==> src/tart_pkg.sv <==
// ----------------------------------------------------------------------------
// tart_pkg
// Shared types and codes for the threshold alert rule table unit.
// ----------------------------------------------------------------------------
`default_nettype none

package tart_pkg;

  localparam int MAX_RULES_DEF = 32;
  localparam int SLOT_W        = 8;
  localparam int QDEPTH        = 2;

  localparam logic FN_ADD  = 1'b0;
  localparam logic FN_EVAL = 1'b1;

  localparam logic [1:0] PH_OK      = 2'd0;
  localparam logic [1:0] PH_WAITING = 2'd1;
  localparam logic [1:0] PH_ALARM   = 2'd2;

  localparam logic [1:0] ST_NONE    = 2'd0;
  localparam logic [1:0] ST_FIRED   = 2'd1;
  localparam logic [1:0] ST_CLEARED = 2'd2;
  localparam logic [1:0] ST_ERROR   = 2'd3;

  typedef enum logic [1:0] {
    K_ADD  = 2'd0,
    K_EVAL = 2'd1,
    K_ERR  = 2'd2
  } kind_t;

  typedef struct packed {
    kind_t              kind;
    logic [SLOT_W-1:0]  slot;
    logic signed [31:0] sample_value;
    logic [63:0]        now_ms;
    logic signed [31:0] threshold_value;
    logic               above_mode;
    logic [30:0]        hold_ms;
  } cmd_t;

  typedef struct packed {
    logic [1:0] status;
    logic [4:0] assigned_index;
    logic [1:0] rule_state;
    logic [5:0] firing_count;
  } res_t;

endpackage

`default_nettype wire

==> src/tart_back.sv <==
// ----------------------------------------------------------------------------
// tart_back
// Rule table back end: reads the addressed entry, applies the alert state
// update, writes it back and holds the result for the output.
// ----------------------------------------------------------------------------
`default_nettype none

module tart_back #(
  parameter int MAX_RULES = tart_pkg::MAX_RULES_DEF
) (
  input  wire logic           clk,
  input  wire logic           rst,
  input  wire logic           head_valid,
  input  wire tart_pkg::cmd_t head,
  output logic                pop,
  output logic                out_valid,
  input  wire logic           out_ready,
  output tart_pkg::res_t      out_res
);

  localparam int IW = (MAX_RULES > 1) ? $clog2(MAX_RULES) : 1;
  localparam int CW = $clog2(MAX_RULES + 1);

  localparam logic BK_IDLE = 1'b0;
  localparam logic BK_EXEC = 1'b1;

  logic signed [31:0] thr_mem   [MAX_RULES];
  logic               above_mem [MAX_RULES];
  logic [30:0]        hold_mem  [MAX_RULES];
  logic [1:0]         phase_mem [MAX_RULES];
  logic [63:0]        since_mem [MAX_RULES];

  logic               state;
  tart_pkg::cmd_t     cmd;
  logic signed [31:0] rd_thr;
  logic               rd_above;
  logic [30:0]        rd_hold;
  logic [1:0]         rd_phase;
  logic [63:0]        rd_since;
  logic [CW-1:0]      firing_total;
  logic [CW-1:0]      firing_next;

  logic [IW-1:0] rd_addr;
  logic [IW-1:0] wr_addr;
  logic          out_free;
  logic          exec;
  logic          breached;
  logic [63:0]   elapsed;
  logic          hold_met;
  logic [1:0]    phase_next;
  logic [1:0]    status;
  logic          since_wr;
  logic          phase_wr;
  logic          rule_wr;

  assign rd_addr  = IW'(head.slot);
  assign wr_addr  = IW'(cmd.slot);
  assign out_free = !out_valid || out_ready;
  assign pop      = (state == BK_IDLE) && head_valid;
  assign exec     = (state == BK_EXEC) && out_free;
  assign elapsed  = cmd.now_ms - rd_since;
  assign hold_met = (elapsed >= 64'(rd_hold));
  assign breached = rd_above ? ($signed(cmd.sample_value) > $signed(rd_thr))
                             : ($signed(cmd.sample_value) < $signed(rd_thr));

  always_comb begin
    phase_next  = tart_pkg::PH_OK;
    status      = tart_pkg::ST_NONE;
    since_wr    = 1'b0;
    phase_wr    = 1'b0;
    rule_wr     = 1'b0;
    firing_next = firing_total;
    unique case (cmd.kind)
      tart_pkg::K_ADD: begin
        rule_wr  = 1'b1;
        phase_wr = 1'b1;
      end
      tart_pkg::K_EVAL: begin
        phase_wr   = 1'b1;
        phase_next = rd_phase;
        if (breached) begin
          if (rd_phase == tart_pkg::PH_OK) begin
            phase_next = tart_pkg::PH_WAITING;
            since_wr   = 1'b1;
          end else if (rd_phase == tart_pkg::PH_WAITING && hold_met) begin
            phase_next  = tart_pkg::PH_ALARM;
            firing_next = firing_total + CW'(1);
            status      = tart_pkg::ST_FIRED;
          end
        end else begin
          phase_next = tart_pkg::PH_OK;
          if (rd_phase == tart_pkg::PH_ALARM) begin
            status = tart_pkg::ST_CLEARED;
            if (firing_total != '0) begin
              firing_next = firing_total - CW'(1);
            end
          end
        end
      end
      default: begin
        status = tart_pkg::ST_ERROR;
      end
    endcase
  end

  // table storage, one registered read port and one write port per array
  always_ff @(posedge clk) begin
    if (pop) begin
      rd_thr   <= thr_mem[rd_addr];
      rd_above <= above_mem[rd_addr];
      rd_hold  <= hold_mem[rd_addr];
      rd_phase <= phase_mem[rd_addr];
      rd_since <= since_mem[rd_addr];
      cmd      <= head;
    end
    if (exec && rule_wr) begin
      thr_mem[wr_addr]   <= cmd.threshold_value;
      above_mem[wr_addr] <= cmd.above_mode;
      hold_mem[wr_addr]  <= cmd.hold_ms;
    end
    if (exec && phase_wr) begin
      phase_mem[wr_addr] <= phase_next;
    end
    if (exec && since_wr) begin
      since_mem[wr_addr] <= cmd.now_ms;
    end
  end

  always_ff @(posedge clk) begin
    if (exec) begin
      out_res.status         <= status;
      out_res.assigned_index <= (cmd.kind == tart_pkg::K_ADD) ? 5'(cmd.slot) : 5'd0;
      out_res.rule_state     <= phase_next;
      out_res.firing_count   <= 6'(firing_next);
    end
  end

  always_ff @(posedge clk) begin
    if (rst) begin
      state        <= BK_IDLE;
      out_valid    <= 1'b0;
      firing_total <= '0;
    end else begin
      if (exec) begin
        out_valid    <= 1'b1;
        firing_total <= firing_next;
      end else if (out_ready) begin
        out_valid <= 1'b0;
      end
      unique case (state)
        BK_IDLE: begin
          if (head_valid) begin
            state <= BK_EXEC;
          end
        end
        BK_EXEC: begin
          if (out_free) begin
            state <= BK_IDLE;
          end
        end
        default: begin
          state <= BK_IDLE;
        end
      endcase
    end
  end

endmodule

`default_nettype wire

==> config.mk <==
export PLATFORM = sky130hd
export DESIGN_NAME = tart_back
export DESIGN_NICKNAME = d
export VERILOG_FILES = /design/src/tart_pkg.sv /design/src/tart_back.sv
export SDC_FILE = /design/constraint.sdc
export NUM_CORES = 2
export LEC_CHECK = 0
export BUFFER_PORTS_ARGS = -buffer_cell sky130_fd_sc_hd__buf_2
export CAP_MARGIN = 20
export CORE_UTILIZATION = 50
export DETAILED_ROUTE_END_ITERATION = 7
export HOLD_SLACK_MARGIN = 0.08
export PLACE_DENSITY_LB_ADDON = 0.25
export SYNTH_ARGS = -nofsm -noshare
export SYNTH_HDL_FRONTEND = slang
export SYNTH_MEMORY_MAX_BITS = 65536
export SYNTH_SLANG_ARGS = --single-unit
==> constraint.sdc <==
create_clock -name clk -period 16 [get_ports clk]
set_clock_uncertainty 0.2 [all_clocks]
set_input_delay 1.6 -clock clk [delete_from_list [all_inputs] [get_ports clk]]
set_output_delay 1.6 -clock clk [all_outputs]
set_load 0.1 [all_outputs]
==> summary.md <==
| Metric | Value |
|---|---|
| Via density | 6.35 |
| CP Data Arrival Time | 8600 ps |
| Ports | 191 |
| Post-cts sizing count | 0 |
| Syn Nets | just under 8000 |
| Num CTS Buffers | 439 |
| WP data required | roughly 17000 ps |
| Slowest cell delay on critical path | 1050 ps |
| Avg Inst Size Synth | 23.2 um2 |
| Core footprint | 346000 um2 |
| Most Frequent Cell on Critical Path | a21oi_1 |
| Routability cong. | 0.940 |
| Critical Path, Cell by Cell | ha_1 > a21oi_1 > o21ai_0 > a21oi_1 > nand3b_1 > nand2_1 > nand2_1 > a21oi_1 > xnor2_1 > ha_1 > a21o_1 > a21oi_1 > nor2b_1 > o31ai_1 > o2111ai_1 > a21o_1 > nor4_1 > nand4_1 > or4_1 > or2_2 > a21oi_1 > nor2_2 > buf_16 |
| Total congestion overflow | 0 |
| RSZ-0062 raised after global routing | no |
| Area growth, synth to finish | 12.4% |
| Slowest cell on the critical path | edfxtp_1 |
| Register area share after synthesis | 77.1% |
| Status | completed |
| Clock insertion delay at the later pin of the skew report | 990 ps |
| Slew HR | 18.7% |
| Final Critical Period | 8080 ps |
| FILL cells | 25116 |
| Critical path class | flop to flop |
| First-pass GRT wire length | 612000 um |
| Hold WS | between 300 and 400 ps |
| Post-cts hold buffer count | 0 |
| Most common cell after layout, fill and taps aside | edfxtp_1 |
| Pleak | roughly 62 nW |
| Initial antenna violation count | 13 |
| Detailed placer's ending HPWL | 222000 um |
| Largest net degree at the start of global routing | 149 |
| DRC viols | 0 |
| Max-slew violations | 0 |
| Post-synthesis cell type count | 83 |
| Mapped Cells | roughly 7500 |
| Clk buf depth | 4 |
| Seq cells post-synth | between 4000 and 5000 |
| Max-cap check violation count | 0 |
| Final setup vio count | 0 |
| Setup Fix Bufs, Post-CTS | 0 |
| Rows | 216 |
| Worst-path maximum fanout | 33 |
| Peak supply drop | 0.0000984 V |
| Antenna-violating nets left | 0 |
| Vias in the first global route | 84081 |
| Starting density of the core | 50.3% |
| Die width | 593 um |
| Synth Flop Type | edfxtp_1 |
| Die height | 593 um |
| Yosys warns | 0 |
| Post-route setup TNS | 0 ps |
| Drt first pass iters | 8 |
| Maximum clock rate | 124 MHz |
| Routed wire length | between 400000 and 500000 um |
| Layout net count | 8310 |
| CTS tree | done |
| Post-synthesis async set-or-reset flop share | 0% |
| Die ar. | 351000 um2 |
| CTS sink count | ~4500 |
| Routed length per instance | 33.2 um |
| Cell area power density | 125 nW/um2 |
| Reg area | 134000 um2 |
| H-tree levels | 5 |
| Multi-input logic area | 38400 um2 |
| Final Hold Vio Count | 0 |
| Vias | 82370 |
| Hold Path Class | flop to flop |
| CP Launch Type | flop |
| Iteration-0 DRC Markers | 9212 |
| Tot GR Track Use | 24.5% |
| Most frequent cells in the layout | edfxtp_1, mux4_2, clkbuf_16 |
| Worst slew pin tran | approximately 1200 ps |
| PortBufs | 187 |
| Root buf cell | clkbuf_16 |
| Mapped cell area | 174000 um2 |
| Clock transition at path regs | around 60 ps |
| Final period util | 50.5% |
| Post-synth EDFFs | 4472 |
| Crit end category | flop |
| Layout cells sized above 1 | 30.3% |
## synth_stat cells, drive strengths merged, types with 13 or more instances
cell type	count	share of area [%]
a211oi	17	0.079
a21o	26	0.11
a21oi	125	0.36
and3	13	0.047
buf	98	0.24
clkbuf	265	0.57
edfxtp	4472	77
ha	129	0.93
inv	147	0.32
mux2	132	0.85
mux4	1300	17
nand2	125	0.27
nand3	30	0.086
nand4	48	0.18
nor2	192	0.41
nor3	37	0.11
nor4	15	0.057
o211ai	16	0.072
o21a	20	0.086
o21ai	75	0.22
xnor2	23	0.12
xor2	22	0.11
## layout make-up
class	count	share of cell area [%]
multi-input cells	2530	19.6
flip-flops and latches	4480	68.6
clock buffers	533	5.84
well taps	4578	2.92
diodes	26	0.0332
clock inverters	265	1.22
repair buffers	408	1.52
inverters	147	0.281
## worst paths after layout
check	from	end	slack [ps]	cells after the start
max	cmd[76]	phase_mem[8][1]	7920	23
min	out_valid	out_valid	310	2
max reg2reg	cmd[76]	phase_mem[8][1]	7920	23
min reg2reg	out_valid	out_valid	310	2
## power by group
group / switching, W / internal, W / total, W
clock: 0.00435 / 0.00564 / 0.00999
sequential: 0.000133 / 0.0130 / 0.0132
combinational: 0.000805 / 0.000568 / 0.00137
## registers in the layout, summed over array words and instances, names as in the netlist, 6 cells and up
signal and count:
above_mem 32, cmd 167, firing_total 6, hold_mem 992
out_res 15, phase_mem 64, rd_hold 31, rd_since 64
rd_thr 32, since_mem 2048, thr_mem 1024
## cell families (layout without fill, tap and decap cells)
kind of cell / count (synthesis) / in the layout / synth area share [%]
multiplexers: 1440 / 1440 / 17.7
buffers and inverters: 510 / 1353 / 1.13
other: 0 / 26 / 0
AND/OR/NAND/NOR: 532 / 532 / 1.45
XOR/XNOR: 45 / 45 / 0.226
AO/OA/AOI/OAI: 383 / 383 / 1.45
flip-flops: 4480 / 4480 / 77.1
adder cells (fa/ha/maj): 130 / 130 / 0.937
## per-layer routing
metal,up-vias,track usage (%),wire length (um)
met4,2,7.76,13900
met2,3713,40.7,215000
li1,33149,-,-
met1,44787,34.3,170000
met5,-,0,276
met3,719,3.05,30700
## per-stage QoR
stage / worst slack (ps) / cells / total power, W / util, % / instance area, um2
finish: 7920 / 12967 / 0.0245 / 56.6 / 196000
detailed placement: 7970 / 12135 / 0.0148 / 52.5 / 182000
global route: 7730 / 12965 / 0.0252 / 56.6 / 196000
global placement: 7940 / 12134 / 0.0148 / 52.5 / 182000
floorplan: 4430 / 7520 / 0.0143 / - / 174000
CTS: 7930 / 12933 / 0.0247 / 56.5 / 196000
## critical path: cells and delay by family, from the launching register on
family / cells / cell delay, ps
flops: 1 / 1050
compound gates: 10 / 2440
simple gates: 9 / 2820
buf+inv: 1 / 180
fa+ha+maj: 2 / 830
xor+xnor: 1 / 240
No activity file was read; power rests on OpenSTA's default activity.
