## src/tart_pkg.sv

```systemverilog
// ----------------------------------------------------------------------------
// tart_pkg
// Shared types and codes for the threshold alert rule table unit.
// ----------------------------------------------------------------------------
`default_nettype none

package tart_pkg;

  localparam int MAX_RULES_DEF = 32;
  localparam int SLOT_W        = 8;
  localparam int QDEPTH        = 2;

  localparam logic FN_ADD  = 1'b0;
  localparam logic FN_EVAL = 1'b1;

  localparam logic [1:0] PH_OK      = 2'd0;
  localparam logic [1:0] PH_WAITING = 2'd1;
  localparam logic [1:0] PH_ALARM   = 2'd2;

  localparam logic [1:0] ST_NONE    = 2'd0;
  localparam logic [1:0] ST_FIRED   = 2'd1;
  localparam logic [1:0] ST_CLEARED = 2'd2;
  localparam logic [1:0] ST_ERROR   = 2'd3;

  typedef enum logic [1:0] {
    K_ADD  = 2'd0,
    K_EVAL = 2'd1,
    K_ERR  = 2'd2
  } kind_t;

  typedef struct packed {
    kind_t              kind;
    logic [SLOT_W-1:0]  slot;
    logic signed [31:0] sample_value;
    logic [63:0]        now_ms;
    logic signed [31:0] threshold_value;
    logic               above_mode;
    logic [30:0]        hold_ms;
  } cmd_t;

  typedef struct packed {
    logic [1:0] status;
    logic [4:0] assigned_index;
    logic [1:0] rule_state;
    logic [5:0] firing_count;
  } res_t;

endpackage

`default_nettype wire

```

## src/tart_front.sv

```systemverilog
// ----------------------------------------------------------------------------
// tart_front
// Accepts items, tracks the rule count and classifies each item as add,
// evaluate or error before handing it on.
// ----------------------------------------------------------------------------
`default_nettype none

module tart_front #(
  parameter int MAX_RULES = tart_pkg::MAX_RULES_DEF
) (
  input  wire logic               clk,
  input  wire logic               rst,
  input  wire logic               in_valid,
  output logic                    in_ready,
  input  wire logic               func,
  input  wire logic [4:0]         rule_index,
  input  wire logic signed [31:0] sample_value,
  input  wire logic [63:0]        now_ms,
  input  wire logic signed [31:0] threshold_value,
  input  wire logic               above_mode,
  input  wire logic [30:0]        hold_ms,
  input  wire logic               q_full,
  output logic                    q_push,
  output tart_pkg::cmd_t          q_data
);

  localparam int CW   = $clog2(MAX_RULES + 1);
  localparam int CMPW = (CW > 5) ? CW : 5;

  logic [CW-1:0]   rules_in_use;
  logic [CMPW-1:0] idx_ext;
  logic [CMPW-1:0] cnt_ext;
  logic            full;

  assign in_ready = !q_full;
  assign q_push   = in_valid && !q_full;
  assign full     = (rules_in_use == CW'(MAX_RULES));
  assign idx_ext  = CMPW'(rule_index);
  assign cnt_ext  = CMPW'(rules_in_use);

  always_comb begin
    q_data.sample_value    = sample_value;
    q_data.now_ms          = now_ms;
    q_data.threshold_value = threshold_value;
    q_data.above_mode      = above_mode;
    q_data.hold_ms         = hold_ms;
    q_data.slot            = '0;
    q_data.kind            = tart_pkg::K_ERR;
    if (func == tart_pkg::FN_ADD) begin
      if (!full) begin
        q_data.kind = tart_pkg::K_ADD;
        q_data.slot = tart_pkg::SLOT_W'(rules_in_use);
      end
    end else begin
      if (idx_ext < cnt_ext) begin
        q_data.kind = tart_pkg::K_EVAL;
        q_data.slot = tart_pkg::SLOT_W'(rule_index);
      end
    end
  end

  always_ff @(posedge clk) begin
    if (rst) begin
      rules_in_use <= '0;
    end else if (q_push && func == tart_pkg::FN_ADD && !full) begin
      rules_in_use <= rules_in_use + CW'(1);
    end
  end

endmodule

`default_nettype wire

```

## config.mk

```make
export PLATFORM = sky130hd
export DESIGN_NAME = tart_front
export DESIGN_NICKNAME = d
export VERILOG_FILES = /design/src/tart_pkg.sv /design/src/tart_front.sv
export SDC_FILE = /design/constraint.sdc
export NUM_CORES = 1
export LEC_CHECK = 0
export ABC_AREA = 1
export BUFFER_PORTS_ARGS = -buffer_cell sky130_fd_sc_hd__buf_4
export CAP_MARGIN = 20
export CORE_AREA = 2 2 132 134
export DETAILED_ROUTE_END_ITERATION = 8
export DIE_AREA = 0 0 134 136
export GPL_ROUTABILITY_DRIVEN = 0
export HOLD_SLACK_MARGIN = 0.02
export PLACE_DENSITY = 0.49
export SYNTH_ARGS = -nofsm -noshare
export SYNTH_HDL_FRONTEND = slang
export SYNTH_SLANG_ARGS = --single-unit
```

## constraint.sdc

```tcl
create_clock -name clk -period 1.8 [get_ports clk]
set_clock_uncertainty 0.15 [all_clocks]
set_input_delay 0.27 -clock clk [delete_from_list [all_inputs] [get_ports clk]]
set_output_delay 0.27 -clock clk [all_outputs]
set_load 0.05 [all_outputs]
```

==> flow_results.xml <==
<?xml version="1.0" encoding="UTF-8"?>
<metrics>
  <group name="routing">
    <metric name="wl_per_cell" unit="um">14.9</metric>
    <metric name="num_vias" unit="">1045</metric>
    <metric name="route.detailed.vias_per_inst" unit="">2.84</metric>
    <metric name="drc_markers" unit="">0</metric>
    <metric name="number_of_drc_markers_after_the_initial_detailed_route_iteration" unit="">19</metric>
    <metric name="totalWireLength" unit="um">5500</metric>
    <metric name="ant_nets" unit="">0</metric>
    <metric name="drt_first_pass_iters" unit="">4</metric>
  </group>
  <group name="logic_synthesis">
    <metric name="synthDistinctLibCells" unit="">21</metric>
    <metric name="synthesis.instances" unit="">266</metric>
    <metric name="yosys_warnings" unit="">0</metric>
    <metric name="netlist_area" unit="sq um">1830</metric>
    <metric name="number_of_synthesized_register_bits" unit="">6</metric>
    <metric name="syn_avg_cell_area" unit="sq um">6.87</metric>
    <metric name="ys_seq_area_frac" unit="">0.0658</metric>
  </group>
  <group name="clocking">
    <metric name="cts_tree" unit="">built</metric>
    <metric name="ctsHoldBuffers" unit="">0</metric>
    <metric name="cts_made_buffers" unit="">3</metric>
    <metric name="clock-sinks" unit="">6</metric>
    <metric name="root_buffer" unit="">sky130_fd_sc_hd__clkbuf_16</metric>
    <metric name="clkSlewWorstSetupHoldPaths" unit="ns">0.03</metric>
    <metric name="cts-root-to-sink-buffers" unit="">2</metric>
    <metric name="cts_htree_levels" unit="">1</metric>
    <metric name="clock_insertion_delay_worst_skew" unit="ns">0.23</metric>
  </group>
  <group name="placement">
    <metric name="dp.cells" unit="">364</metric>
    <metric name="half_perimeter_wire_length_after_placement" unit="um">4530</metric>
    <metric name="io_buffer_count" unit="">19</metric>
  </group>
  <group name="worst_hold_path">
    <metric name="timing.hold.worst.class" unit="">in2reg</metric>
    <metric name="hp-start" unit="">rst</metric>
    <metric name="worst_hold_path.num_cells" unit="">2</metric>
    <metric name="hold_path_end" unit="">cnt_ext[5]$_SDFFE_PP0P_</metric>
  </group>
  <group name="pwr">
    <metric name="power.ir.vdd_worst" unit="uV">190</metric>
    <metric name="p_per_area" unit="nW/um^2">477</metric>
    <metric name="p_leak" unit="uW">0.000560</metric>
  </group>
  <group name="die">
    <metric name="initial_core_util" unit="">0.108</metric>
    <metric name="fp.dieH" unit="um">136</metric>
    <metric name="ios" unit="">342</metric>
    <metric name="floorplan.rows" unit="">48</metric>
    <metric name="floorplan.core_area" unit="sq um">16900</metric>
    <metric name="die_area" unit="sq um">18200</metric>
    <metric name="fp.dieW" unit="um">134</metric>
  </group>
  <group name="finish">
    <metric name="post_route_cells_drive_above_1_share" unit="">0.552</metric>
    <metric name="insertedDiodeCount" unit="">0</metric>
    <metric name="final_net_count" unit="">321</metric>
    <metric name="nFillCells" unit="">1951</metric>
    <metric name="max_reg_flops" unit="">6</metric>
    <metric name="final_cells" unit="">368</metric>
    <metric name="area_growth_syn_to_layout" unit="%">-18.6</metric>
  </group>
  <group name="global_routing">
    <metric name="grt_antenna_before_repair" unit="">0</metric>
    <metric name="grt-ovfl-total" unit="">0</metric>
    <metric name="global_route.usage.total" unit="">0.0595</metric>
    <metric name="grt_pass1_wl" unit="um">7530</metric>
    <metric name="grt_pass1_vias" unit="">1196</metric>
    <metric name="maximum_number_of_pins_on_one_net_before_global_route_repair" unit="">7</metric>
  </group>
  <group name="timing">
    <metric name="fmax" unit="MHz">490</metric>
    <metric name="final.setup.tns" unit="ns">-1.34</metric>
    <metric name="final_slew_viol_count" unit="">0</metric>
    <metric name="final_min_period_over_clock_period" unit="">1.13</metric>
    <metric name="final.min_clock_period" unit="ns">2.04</metric>
    <metric name="postLayoutSetupSlackWorst" unit="ns">-0.242</metric>
    <metric name="rsz_0062_raised_after_global_routing" unit="">yes</metric>
    <metric name="timing_hold_violations_final" unit="">0</metric>
    <metric name="count_of_endpoints_failing_setup_in_the_final_report" unit="">7</metric>
  </group>
  <group name="critical_path">
    <metric name="regToRegSetupSlack" unit="ns">0.37</metric>
    <metric name="crit-reg2reg-launch" unit="">cnt_ext[4]$_SDFFE_PP0P_</metric>
    <metric name="worstPathCellList" unit="">inv_2, ha_4, nand2_4, nor3_4, nand2_4, buf_6, nand3_2, nand2_2, buf_8</metric>
    <metric name="r2r_cell_count" unit="">7</metric>
    <metric name="worst-path-max-fanout" unit="">6</metric>
    <metric name="timing.critical_path.buf_inv" unit="">3</metric>
    <metric name="timing.critical_path.arrival" unit="ns">1.62</metric>
    <metric name="critPathLaunchType" unit="">register</metric>
    <metric name="worst_ep_required_time" unit="ns">1.38</metric>
    <metric name="crit_path_top_delay_cell" unit="">sky130_fd_sc_hd__dfxtp_2</metric>
    <metric name="endpoint_class_of_the_critical_path" unit="">output port</metric>
    <metric name="reg2reg_to" unit="">cnt_ext[2]$_SDFFE_PP0P_</metric>
    <metric name="critical-path-max-stage-delay" unit="ns">0.32</metric>
    <metric name="timing.setup.critical_path_class" unit="">reg2out</metric>
    <metric name="cp_top_family" unit="">simple AND/OR/NAND/NOR gates</metric>
    <metric name="path_common_cell" unit="">sky130_fd_sc_hd__nand2_4</metric>
  </group>
  <group name="outcome">
    <metric name="status" unit="">finished, violations left</metric>
    <metric name="failed_checks" unit="">negative setup slack</metric>
  </group>
  <group name="run">
    <metric name="cap_viol_max_count" unit="">0</metric>
  </group>
</metrics>
## cell type report
class | count | area [sq um] | area share
flip-flops and latches | 6 | 128 | 0.0859
multi-input cells | 84 | 614 | 0.413
well taps | 225 | 282 | 0.189
clock buffers | 3 | 75.1 | 0.0505
repair buffers | 35 | 327 | 0.220
inverters | 15 | 61.3 | 0.0412
## power breakdown
part,switching [uW],internal (uW)
combinational,124,83.3
clock,77.9,285
sequential,1.81,137
## repair_timing
action	4_1_cts	5_1_grt
setup buffers	1	2
setup endpoints to repair	8	8
pin swaps	9	7
resized for setup	25	16
## cell families after synthesis
family / after synthesis / synth area share
buffers and inverters: 177 / 0.697
AND/OR/NAND/NOR: 63 / 0.153
AO/OA/AOI/OAI: 12 / 0.0363
adder cells (fa/ha/maj): 6 / 0.0411
flip-flops: 6 / 0.0658
XOR/XNOR: 1 / 0.00480
other: 1 / 0.00205
## stage by stage
step | total power (uW) | utilization | area (sq um) | hold slack [ns] | setup WS, ns
2_1_floorplan | 1200 | - | 1900 | 0.182 | -0.0675
3_3_place_gp | 310 | 0.0724 | 1220 | 0.328 | -0.118
3_5_place_dp | 309 | 0.0724 | 1220 | 0.326 | -0.120
4_1_cts | 701 | 0.0836 | 1410 | 0.0860 | -0.247
5_1_grt | 741 | 0.0881 | 1490 | 0.0898 | -0.325
6_report | 709 | 0.0881 | 1490 | 0.0849 | -0.242
## worst max-delay path by stage
stage,cells after the start,slack (ns),from,to
5_1_grt,10,-0.32,cnt_ext[4]$_SDFFE_PP0P_,q_data[160]
4_1_cts,10,-0.25,cnt_ext[4]$_SDFFE_PP0P_,q_data[163]
6_report,9,-0.24,cnt_ext[2]$_SDFFE_PP0P_,q_data[161]
2_1_floorplan,8,-0.07,cnt_ext[1]$_SDFFE_PP0P_,q_data[169]
3_3_place_gp,10,-0.12,rule_index[4],q_data[163]
3_5_place_dp,10,-0.12,rule_index[4],q_data[163]
## per-layer routing
metal,global-route usage,share of wire,vias to the layer above
met1,0.0344,0.22,404
li1,-,-,408
met4,0.0851,0.12,0
met5,0,0,-
met3,0.0567,0.21,86
met2,0.0875,0.45,147
## Yosys cell counts
cell type / number / share of area
sky130_fd_sc_hd__buf_4: 162 / 0.67
sky130_fd_sc_hd__nand2_1: 33 / 0.068
sky130_fd_sc_hd__inv_1: 13 / 0.027
sky130_fd_sc_hd__nor2_1: 10 / 0.021
sky130_fd_sc_hd__nand3_1: 9 / 0.025
sky130_fd_sc_hd__a21oi_1: 6 / 0.016
sky130_fd_sc_hd__dfxtp_1: 6 / 0.066
sky130_fd_sc_hd__ha_1: 6 / 0.041
sky130_fd_sc_hd__nor2_2: 3 / 0.010
sky130_fd_sc_hd__nor3_1: 3 / 0.0082
sky130_fd_sc_hd__o21ai_0: 3 / 0.0082
sky130_fd_sc_hd__inv_2: 2 / 0.0041
sky130_fd_sc_hd__nand2_2: 2 / 0.0068
sky130_fd_sc_hd__conb_1: 1 / 0.0021
sky130_fd_sc_hd__nand3_2: 1 / 0.0055
sky130_fd_sc_hd__nand4_1: 1 / 0.0034
sky130_fd_sc_hd__nor2_4: 1 / 0.0062
sky130_fd_sc_hd__o21ai_1: 1 / 0.0027
sky130_fd_sc_hd__o21ai_2: 1 / 0.0048
sky130_fd_sc_hd__o21bai_1: 1 / 0.0041
sky130_fd_sc_hd__xor2_1: 1 / 0.0048
## cell usage in the layout (no fill, tap or decap), types with 3 or more instances in the layout
master / count
sky130_fd_sc_hd__inv_1: 9
sky130_fd_sc_hd__nand3_1: 6
sky130_fd_sc_hd__nand2_2: 6
sky130_fd_sc_hd__nand2_1: 25
sky130_fd_sc_hd__nor2_1: 8
sky130_fd_sc_hd__ha_4: 5
sky130_fd_sc_hd__nor2_4: 5
sky130_fd_sc_hd__buf_4: 25
sky130_fd_sc_hd__nand2_4: 4
sky130_fd_sc_hd__clkbuf_16: 3
sky130_fd_sc_hd__dfxtp_2: 6
sky130_fd_sc_hd__buf_8: 7
sky130_fd_sc_hd__o21ai_0: 3
sky130_fd_sc_hd__nand3_2: 3
sky130_fd_sc_hd__buf_6: 3
sky130_fd_sc_hd__inv_2: 4
sky130_fd_sc_hd__a21oi_1: 5
Power figures use the tool's default switching activity.
