File: src/tart_pkg.sv
// ----------------------------------------------------------------------------
// tart_pkg
// Shared types and codes for the threshold alert rule table unit.
// ----------------------------------------------------------------------------
`default_nettype none

package tart_pkg;

  localparam int MAX_RULES_DEF = 32;
  localparam int SLOT_W        = 8;
  localparam int QDEPTH        = 2;

  localparam logic FN_ADD  = 1'b0;
  localparam logic FN_EVAL = 1'b1;

  localparam logic [1:0] PH_OK      = 2'd0;
  localparam logic [1:0] PH_WAITING = 2'd1;
  localparam logic [1:0] PH_ALARM   = 2'd2;

  localparam logic [1:0] ST_NONE    = 2'd0;
  localparam logic [1:0] ST_FIRED   = 2'd1;
  localparam logic [1:0] ST_CLEARED = 2'd2;
  localparam logic [1:0] ST_ERROR   = 2'd3;

  typedef enum logic [1:0] {
    K_ADD  = 2'd0,
    K_EVAL = 2'd1,
    K_ERR  = 2'd2
  } kind_t;

  typedef struct packed {
    kind_t              kind;
    logic [SLOT_W-1:0]  slot;
    logic signed [31:0] sample_value;
    logic [63:0]        now_ms;
    logic signed [31:0] threshold_value;
    logic               above_mode;
    logic [30:0]        hold_ms;
  } cmd_t;

  typedef struct packed {
    logic [1:0] status;
    logic [4:0] assigned_index;
    logic [1:0] rule_state;
    logic [5:0] firing_count;
  } res_t;

endpackage

`default_nettype wire

File: src/tart_queue.sv
// ----------------------------------------------------------------------------
// tart_queue
// Short command queue between the classifying front and the table back end.
// ----------------------------------------------------------------------------
`default_nettype none

module tart_queue (
  input  wire logic           clk,
  input  wire logic           rst,
  input  wire logic           push,
  input  wire tart_pkg::cmd_t push_data,
  output logic                full,
  input  wire logic           pop,
  output logic                head_valid,
  output tart_pkg::cmd_t      head
);

  localparam int PW = (tart_pkg::QDEPTH > 1) ? $clog2(tart_pkg::QDEPTH) : 1;
  localparam int NW = $clog2(tart_pkg::QDEPTH + 1);

  tart_pkg::cmd_t mem [tart_pkg::QDEPTH];
  logic [PW-1:0]  wr_ptr;
  logic [PW-1:0]  rd_ptr;
  logic [NW-1:0]  count;
  logic           do_push;
  logic           do_pop;

  assign full       = (count == NW'(tart_pkg::QDEPTH));
  assign head_valid = (count != '0);
  assign head       = mem[rd_ptr];
  assign do_push    = push && !full;
  assign do_pop     = pop && head_valid;

  always_ff @(posedge clk) begin
    if (do_push) begin
      mem[wr_ptr] <= push_data;
    end
  end

  always_ff @(posedge clk) begin
    if (rst) begin
      wr_ptr <= '0;
      rd_ptr <= '0;
      count  <= '0;
    end else begin
      if (do_push) begin
        wr_ptr <= (wr_ptr == PW'(tart_pkg::QDEPTH - 1)) ? '0 : wr_ptr + PW'(1);
      end
      if (do_pop) begin
        rd_ptr <= (rd_ptr == PW'(tart_pkg::QDEPTH - 1)) ? '0 : rd_ptr + PW'(1);
      end
      if (do_push && !do_pop) begin
        count <= count + NW'(1);
      end else if (do_pop && !do_push) begin
        count <= count - NW'(1);
      end
    end
  end

endmodule

`default_nettype wire

File: config.mk
export PLATFORM = sky130hd
export DESIGN_NAME = tart_queue
export DESIGN_NICKNAME = d
export VERILOG_FILES = /design/src/tart_pkg.sv /design/src/tart_queue.sv
export SDC_FILE = /design/constraint.sdc
export NUM_CORES = 1
export LEC_CHECK = 0
export BUFFER_PORTS_ARGS = -buffer_cell sky130_fd_sc_hd__buf_2
export CORE_ASPECT_RATIO = 1.25
export CORE_MARGIN = 1
export CORE_UTILIZATION = 35
export DETAILED_ROUTE_END_ITERATION = 10
export GPL_TIMING_DRIVEN = 0
export PLACE_DENSITY = 0.6
export SYNTH_ARGS = -nofsm -noshare
export SYNTH_HDL_FRONTEND = slang
export SYNTH_SLANG_ARGS = --single-unit
File: constraint.sdc
create_clock -name clk -period 8 [get_ports clk]
set_clock_uncertainty 0.1 [all_clocks]
set_input_delay 0.8 -clock clk [delete_from_list [all_inputs] [get_ports clk]]
set_output_delay 0.8 -clock clk [all_outputs]
set_load 0.02 [all_outputs]
==> flow_summary.ini, run 1 <==
[critical_path]
r2r_end = mem[0][8]$_DFFE_PP_
start_kind = flop
critPathArrivalTime_ps = 1880
r2r-start = count[0]$_SDFFE_PP0P_
rrSetupSlack_ps = 5610
critPathKind = reg2out
worstPathMaxFanout = 10
cp_data_required_time_ps = 7100
crit_path_end_kind = primary output
reg2reg_depth = 4

[routing]
drt_wl_total_um = 25100
vias_per_cell = 4.42
drtIter0Drc = 283
drtPass1Iterations = 4
vias = 6371
routedWlPerCell_um = 17.4
drc = 0
postRouteAntennaNets = 0

[cells_and_area]
syn2layout_area_growth_pct = 27.4
drive_gt1_frac = 0.609
instances_no_fill = 1442
finalNetCount = 1114

[floorplanning]
core-area_mm2 = 0.0363
start_util = 0.355
die_w_um = 174
num_io_pins = 346
rows = 78
die_h_um = 217
die_area_mm2 = 0.0376

[synth]
synthTopCellsByArea = edfxtp_1 79%, mux2_4 12%, mux2_2 6.1%, buf_6 1.0%, dfxtp_1 0.78%
synth_area_mm2 = 0.0129
synth_top_area_frac = 0.792
synth.distinct_cells = 16
seq_area_frac_synth = 0.800
synth_cells = 554
yosysWarnings = 0
synthesis.nets = 729
yosysTopAreaCell = edfxtp_1
synth_seq_cells = 345
syn_avg_cell_area_um2 = 23.3

[job]
drv_cap = 0

[clock_tree]
cts_buffer_depth = 3
clkSinkCount = 345
h-tree-depth = 2
clk_latency_ps = 510
cts_tree = built
cts_buffers = 35
hold_buffers = 0
post_cts.repair.setup_buffers = 0
cts_root_buf = clkbuf_16
clk_pin_slew_worst_paths_ps = 60
cts_repair_resize_count = 0

[sta]
min_period_ps = 2780
hold_viol = 0
tightest_slew_ps = 915
rsz0062_at_grt = no
setup_violations = 0
timing.fmax_ghz = 0.359
finalCritPeriodShare = 0.348
slew_violations = 0
relSlewSlack = 0.390

[place]
place_congestion = 0.694
io_buffers = 345
place_hpwl_um = 16900
dp_cells = 1382

[global_routing]
grt_start_max_net_pins = 104
grt_pass1_vias = 6771
grt_use_total = 0.129
grt.overflow.total = 0
antenna_found_initial = 4
grt_pass1_wl_um = 37000

[power]
p_total_mw = 5.49
power_density_mw_per_mm2 = 335
leakage_nw = 6.28
peakVddDrop_mv = 0.228

[run_status]
status = complete, no violations

[worst_hold_path]
holdCritPathClass = in2reg
hold_start = push_data[3]
hold_end = mem[0][3]$_DFFE_PP_
whs_path_depth = 1
[flip-flops by register name, indices dropped and copies added, names as in the netlist, named ones only]
register / cells
mem: 340
count: 2
rd_ptr: 1
wr_ptr: 1
[worst max path at each step]
stage                     from                    end  cells after the start
final                     flop              head[140]                      5
after global placement    push  mem[1][119]$_DFFE_PP_                      4
after global routing      flop              head[140]                      5
after CTS                 flop              head[140]                      5
after floorplan           push    mem[1][0]$_DFFE_PP_                      3
after detailed placement  push  mem[0][119]$_DFFE_PP_                      5
[power by group]
| group | internal [mW] | switching, mW | leakage (nW) |
|---|---|---|---|
| clock | 0.941 | 0.635 | 0.524 |
| combinational | 0.681 | 0.911 | 2.54 |
| sequential | 2.27 | 0.0516 | 3.22 |
| total | 3.89 | 1.60 | 6.28 |
[synth_stat cells]
cell        n
edfxtp_1  340
mux2_4    100
mux2_2     70
buf_6      12
buf_2       7
dfxtp_1     5
nor2_1      4
o21ai_0     3
xor2_1      3
a21oi_1     2
inv_1       2
or3_1       2
and2_1      1
ha_1        1
nor2b_1     1
or2_2       1
[cells in the final DEF (no fill, tap or decap)]
| cell type | count |
|---|---|
| buf_16 | 3 |
| buf_6 | 12 |
| or3_1 | 2 |
| buf_2 | 352 |
| edfxtp_1 | 340 |
| diode_2 | 2 |
| inv_8 | 1 |
| or2_2 | 1 |
| and2_4 | 1 |
| a21oi_1 | 2 |
| nor2_1 | 4 |
| dfxtp_1 | 5 |
| bufinv_16 | 3 |
| clkbuf_1 | 10 |
| clkinvlp_4 | 3 |
| ha_1 | 1 |
| nor2b_1 | 1 |
| xor2_1 | 3 |
| clkbuf_16 | 37 |
| mux2_2 | 70 |
| clkinv_1 | 3 |
| o21ai_0 | 3 |
| mux2_4 | 100 |
| clkinv_2 | 1 |
| inv_1 | 1 |
| inv_6 | 1 |
[area by class of cell]
cell class | count | area (um^2)
clock inverters | 11 | 138
inverters | 2 | 15.0
repair buffers | 348 | 1810
diodes | 2 | 5.00
fillers | 3249 | 19900
multi-input cells | 188 | 2400
flip-flops and latches | 345 | 10300
clock buffers | 47 | 963
well taps | 480 | 601
plain buffers | 19 | 170
[per-stage QoR]
stage          setup TNS [ps]  worst slack, ps  utilization  area [um^2]  hold WS, ps
6_report                    0             5220        0.452        16400          373
5_1_grt                     0             5100        0.452        16400          349
4_1_cts                     0             5120        0.452        16400          340
3_5_place_dp                0             5050        0.422        15300          392
3_3_place_gp           -36600             -237        0.419        15200          368
2_1_floorplan               0             2470            -        12900          352
[per-layer routing]
metal	global-route usage	share of wire	vias to the layer above
met4	0.0526	0.027	4
li1	-	-	2976
met3	0.0449	0.078	41
met1	0.140	0.37	3123
met2	0.229	0.53	227
met5	0	0.00088	-
[cells by family after synthesis]
group                    synth area share
adder cells (fa/ha/maj)          0.000971
XOR/XNOR                          0.00204
flip-flops                          0.800
buffers and inverters              0.0138
AND/OR/NAND/NOR                   0.00359
AO/OA/AOI/OAI                     0.00194
multiplexers                        0.178
[critical path: stages, from the launching register on]
cell and delay (ps):
dfxtp_1 330, buf_6 140, buf_6 200, buf_6 210
mux2_4 310, buf_2 170
Power figures use the tool's default switching activity.
==> run 2: changes to the inputs <==
- PLACE_DENSITY: 0.6 -> 0.62
- clock period: 8 -> 2.5 ns (I/O delays scaled with it)
==> run 2 against run 1 <==
Cell count rose by 12%. Final area rose by 11%. Non-clock buffer count rose by 176. Register-to-register slack got worse by 5300 ps. First-iteration DRC count rose by 10%. Largest cell class unchanged. Clock power rose to 3.3 times the previous value. Power rose to 3.3 times the previous value.
==> flow_summary.ini, run 2 (synthesized netlist as in run 1, its figures left out) <==
[run_status]
status = complete, no violations

[power]
peakVddDrop_mv = 0.834
leakage_nw = 7.07
power_density_mw_per_mm2 = 990

[sta]
finalCritPeriodShare = 0.904
hold_viol = 0
timing.fmax_ghz = 0.443
rsz0062_at_grt = no
min_period_ps = 2260
tightest_slew_ps = 508
slew_violations = 0
setup_slack_ps = 241
tns_ps = 0
setup_violations = 0
relSlewSlack = 0.661

[place]
place_hpwl_um = 17800
io_buffers = 345
dp_cells = 1387
pre_cts_ws_ps = 268
place_congestion = 0.703

[clock_tree]
clkSinkCount = 345
cts_repair_resize_count = 0
post_cts.repair.setup_buffers = 0
cts_tree = built
clk_pin_slew_worst_paths_ps = 60
cts_root_buf = clkbuf_16
cts_buffer_depth = 3
cts_buffers = 36
h-tree-depth = 2
clk_latency_ps = 510
hold_buffers = 171

[job]
drv_cap = 0

[routing]
vias_per_cell = 4.42
drt_wl_total_um = 27200
postRouteAntennaNets = 0
vias = 7162
drc = 0
routedWlPerCell_um = 16.8
drtIter0Drc = 312
drtPass1Iterations = 4

[global_routing]
antenna_found_initial = 4
grt_use_total = 0.143
grt_pass1_vias = 7674
grt_start_max_net_pins = 62
grt.overflow.total = 0
grt_pass1_wl_um = 41400

[cells_and_area]
instances_no_fill = 1621
regMostFlops = mem
drive_gt1_frac = 0.525
finalNetCount = 1291
largest_reg_flops = 340
final_common_cell = buf_2
fill_cells = 3055
syn2layout_area_growth_pct = 41.8
top_regs = mem: 340 flops, count: 2 flops
layout_common_cells = 352 x buf_2, 340 x edfxtp_1, 171 x dlygate4sd3_1

[critical_path]
cp_data_required_time_ps = 2150
crit_family = buffers and inverters
cp_slowest_cell = dfxtp_1
path_buf_inv = 4
critPathArrivalTime_ps = 1910
cp_common_cell = buf_6
start_kind = flop
crit_path_end_kind = primary output
critPathKind = reg2out
critical_path.max_stage_delay_ps = 320
worstPathCellList = buf_6 -> buf_6 -> buf_6 -> mux2_4 -> buf_2
worstPathMaxFanout = 10

[floorplanning]
die_h_um = 217
num_io_pins = 346
start_util = 0.355
core-area_mm2 = 0.0363
die_w_um = 174
die_area_mm2 = 0.0376
rows = 78

[worst_hold_path]
holdCritPathClass = in2reg
run 2: changes by cell type in the layout (fill, tap and decap cells not counted), sizes merged:
cell,change
dlygate4sd3,+171
clkinv,+11
clkbuf,-6
buf,+5
inv,-2
bufinv,+1
clkinvlp,-1
run 2: worst paths after layout:
kind | cells after the start | start | to | slack (ps)
worst min register to register | 2 | count[1]$_SDFFE_PP0P_ | count[1]$_SDFFE_PP0P_ | 400
worst max register to register | 5 | count[1]$_SDFFE_PP0P_ | mem[0][112]$_DFFE_PP_ | 300
worst min-delay path | 4 | push | wr_ptr$_SDFFE_PP0N_ | 40
worst max-delay path | 5 | flop | head[102] | 240
run 2: area by class of cell:
class                      instances  area, um^2  share of cell area
antenna                            2        5.00            0.000274
buffer                            19         170             0.00931
clock buffer                      41         941              0.0515
clock inverter                    20         196              0.0108
inverter                           2        11.3            0.000616
multi-input combinational        188        2410               0.132
sequential                       345       10300               0.564
tap                              480         601              0.0329
timing repair buffer             524        3620               0.198
run 2: report_power, final:
group | leakage (nW) | total, mW | internal (mW) | switching (mW)
Combinational | 3.29 | 5.46 | 2.44 | 3.02
Clock | 0.557 | 5.20 | 3.10 | 2.10
Sequential | 3.22 | 7.43 | 7.26 | 0.172
run 2: tightest hold or removal path: cells and delay by family:
kind	cells	cell delay, ps
compound gates	2	230
buf+inv	2	130
run 2: metal layers:
layer | global-route usage | share of wire | vias up
met5 | 0 | 0.00085 | -
met4 | 0.0494 | 0.026 | 4
met3 | 0.0433 | 0.073 | 51
met2 | 0.260 | 0.52 | 257
met1 | 0.158 | 0.38 | 3520
li1 | - | - | 3330
run 2: through the flow:
step                      area [um^2]  hold slack, ps   util  total power [mW]
after floorplan                 12900             212      -              11.2
after global placement          15200             338  0.420              12.8
after detailed placement        15400             341  0.425              12.9
after CTS                       18300            1.21  0.503              18.4
after global routing            18300            54.7  0.503              18.9
final                           18300            35.6  0.503              18.1
==> run 3: changes to the inputs <==
- ABC_AREA: default -> 1
- REMOVE_ABC_BUFFERS: default -> 1
==> run 3 against run 2 <==
Hold slack improved by 200 ps. Non-clock buffer count fell by 4. Wire length rose by 3.4%. Global-route usage rose by 0.41 points. Critical path type is now reg2reg. Critical endpoint is now mem[0][137]$_DFFE_PP_.
==> flow_summary.ini, run 3 <==
[critical_path]
cp_data_required_time_ps = 2600
critPathKind = reg2reg
start_kind = flop
worstPathMaxFanout = 31
critPathArrivalTime_ps = 2430
crit_path_end_kind = flop

[sta]
relSlewSlack = 0.536
rsz0062_at_grt = no
setup_violations = 0
hold_viol = 0
tightest_slew_ps = 695
timing.fmax_ghz = 0.429
setup_slack_ps = 170
slew_violations = 0
finalCritPeriodShare = 0.932
min_period_ps = 2330
tns_ps = 0

[synth]
synth_seq_cells = 345
synthTopCellsByArea = edfxtp_1 79%, mux2_4 12%, mux2_2 6.1%, buf_6 1.0%, dfxtp_1 0.78%
synth_compound_area_frac = 0.00194
synth.distinct_cells = 14
synth_mux_area_frac = 0.177
synth_top_family_by_area = multiplexers
synth_cells = 566
synth_fa_ha_area_frac = 0.000969
yosysWarnings = 0
ys.flop_type = edfxtp_1
yosys-top-cells-count = 340 x edfxtp_1, 100 x mux2_4, 70 x mux2_2, 12 x buf_6
seq_area_frac_synth = 0.799
yosysMostFrequentCell = edfxtp_1
synth_top_area_frac = 0.791
yosys.area_share.simple = 0.00562
synth_area_mm2 = 0.0129
yosysTopAreaCell = edfxtp_1
syn_avg_cell_area_um2 = 22.8
synth_edf_count = 340
synth_xor_area_frac = 0
synth-async-reset-ratio = 0

[power]
power_density_mw_per_mm2 = 956
p_total_mw = 17.6
peakVddDrop_mv = 0.590
leakage_nw = 7.11

[worst_hold_path]
holdCritPathClass = in2reg

[clock_tree]
cts_buffers = 36
cts_tree = built
clk_pin_slew_worst_paths_ps = 60
cts_root_buf = clkbuf_16
h-tree-depth = 2
cts_buffer_depth = 3
clkSinkCount = 345
clk_latency_ps = 500

[cells_and_area]
finalNetCount = 1301
instances_no_fill = 1632
top_regs = mem: 340 flops, count: 2 flops
syn2layout_area_growth_pct = 42.5
multiInputGateArea_mm2 = 0.00243
drive_gt1_frac = 0.510
largest_reg_flops = 340
regArea_mm2 = 0.0103
final_common_cell = buf_2
fill_cells = 3012
layout_common_cells = 345 x buf_2, 340 x edfxtp_1, 172 x dlygate4sd3_1
regMostFlops = mem

[floorplanning]
core-area_mm2 = 0.0363
num_io_pins = 346
die_w_um = 174
start_util = 0.356
die_h_um = 217
die_area_mm2 = 0.0377
rows = 78

[run_status]
status = complete, no violations

[routing]
postRouteAntennaNets = 0
vias = 7190
drt_wl_total_um = 28100
routedWlPerCell_um = 17.2
drtPass1Iterations = 4
drc = 0
vias_per_cell = 4.41
drtIter0Drc = 270

[global_routing]
grt_start_max_net_pins = 42
antenna_found_initial = 2
grt.overflow.total = 0
grt_pass1_wl_um = 42500
grt_pass1_vias = 7701
grt_use_total = 0.147

[place]
place_hpwl_um = 17700
io_buffers = 345
place_congestion = 0.714
pre_cts_ws_ps = -154
dp_cells = 1387

[job]
drv_cap = 0
==> run 3: changes by cell type after synthesis, sizes merged <==
| cell | change |
|---|---|
| inv | +6 |
| nand2 | +7 |
| nand3 | +2 |
| nor2b | -1 |
| and2 | -1 |
| nor2 | +4 |
| or3 | -2 |
| xor2 | -3 |
| nand4 | +1 |
| or2 | -1 |
==> run 3: what timing repair did <==
| action | 4_1_cts | 5_1_grt |
|---|---|---|
| buffers inserted | 5 | 0 |
| gates resized for setup | 1 | 0 |
| endpoints found under the setup margin | 231 | 0 |
| endpoints found under the hold margin | 345 | 0 |
| hold buffers | 172 | 0 |
==> run 3: cell type report <==
type                    instances  share of cell area
inverters                       8             0.00163
multi-input cells             196               0.132
well taps                     480              0.0326
repair buffers                539               0.212
flip-flops and latches        345               0.561
diodes                          2            0.000272
clock buffers                  44              0.0518
clock inverters                18             0.00857
==> run 3: through the flow <==
step / hold slack (ps) / instance area (um^2) / util
after CTS: 216 / 18400 / 0.507
after floorplan: 249 / 12700 / -
after global placement: 337 / 15100 / 0.415
after detailed placement: 341 / 15400 / 0.425
after global routing: 260 / 18400 / 0.507
final: 240 / 18400 / 0.507
==> run 3: cell families (layout without fill, tap and decap cells) <==
group / Yosys count / count (layout)
flip-flops: 345 / 345
AND/OR/NAND/NOR: 18 / 20
adder cells (fa/ha/maj): 1 / 1
buffers and inverters: 27 / 609
multiplexers: 170 / 170
other: 0 / 2
AO/OA/AOI/OAI: 5 / 5
==> run 3: worst max-delay path, stage by stage (launching register included) <==
cell	delay, ps
dfxtp_1	310
inv_1	110
o21ai_1	230
nor2_4	500
buf_12	260
buf_12	230
buf_12	250
==> run 3: power breakdown <==
part | internal (mW) | switching (mW) | total [mW]
combinational | 2.25 | 2.78 | 5.03
clock | 3.00 | 2.08 | 5.08
sequential | 7.30 | 0.182 | 7.48
total | 12.6 | 5.04 | 17.6
==> run 3: worst paths after layout <==
check / from / to / slack [ps] / cells after the start
max: count[1]$_SDFFE_PP0P_ / mem[0][137]$_DFFE_PP_ / 170 / 6
min: push / wr_ptr$_SDFFE_PP0N_ / 240 / 4
max reg2reg: count[1]$_SDFFE_PP0P_ / mem[0][137]$_DFFE_PP_ / 170 / 6
min reg2reg: rd_ptr$_SDFFE_PP0P_ / rd_ptr$_SDFFE_PP0P_ / 400 / 2
==> run 3: layer usage <==
metal  global-route usage  up-vias  share of wire  routed length [um]
met1                0.158     3517           0.37               10300
met2                0.273      243           0.54               15200
met5                    0        -              0                   0
met3               0.0382       50          0.059                1670
li1                     -     3380              -                   -
met4               0.0602        0          0.034                 946
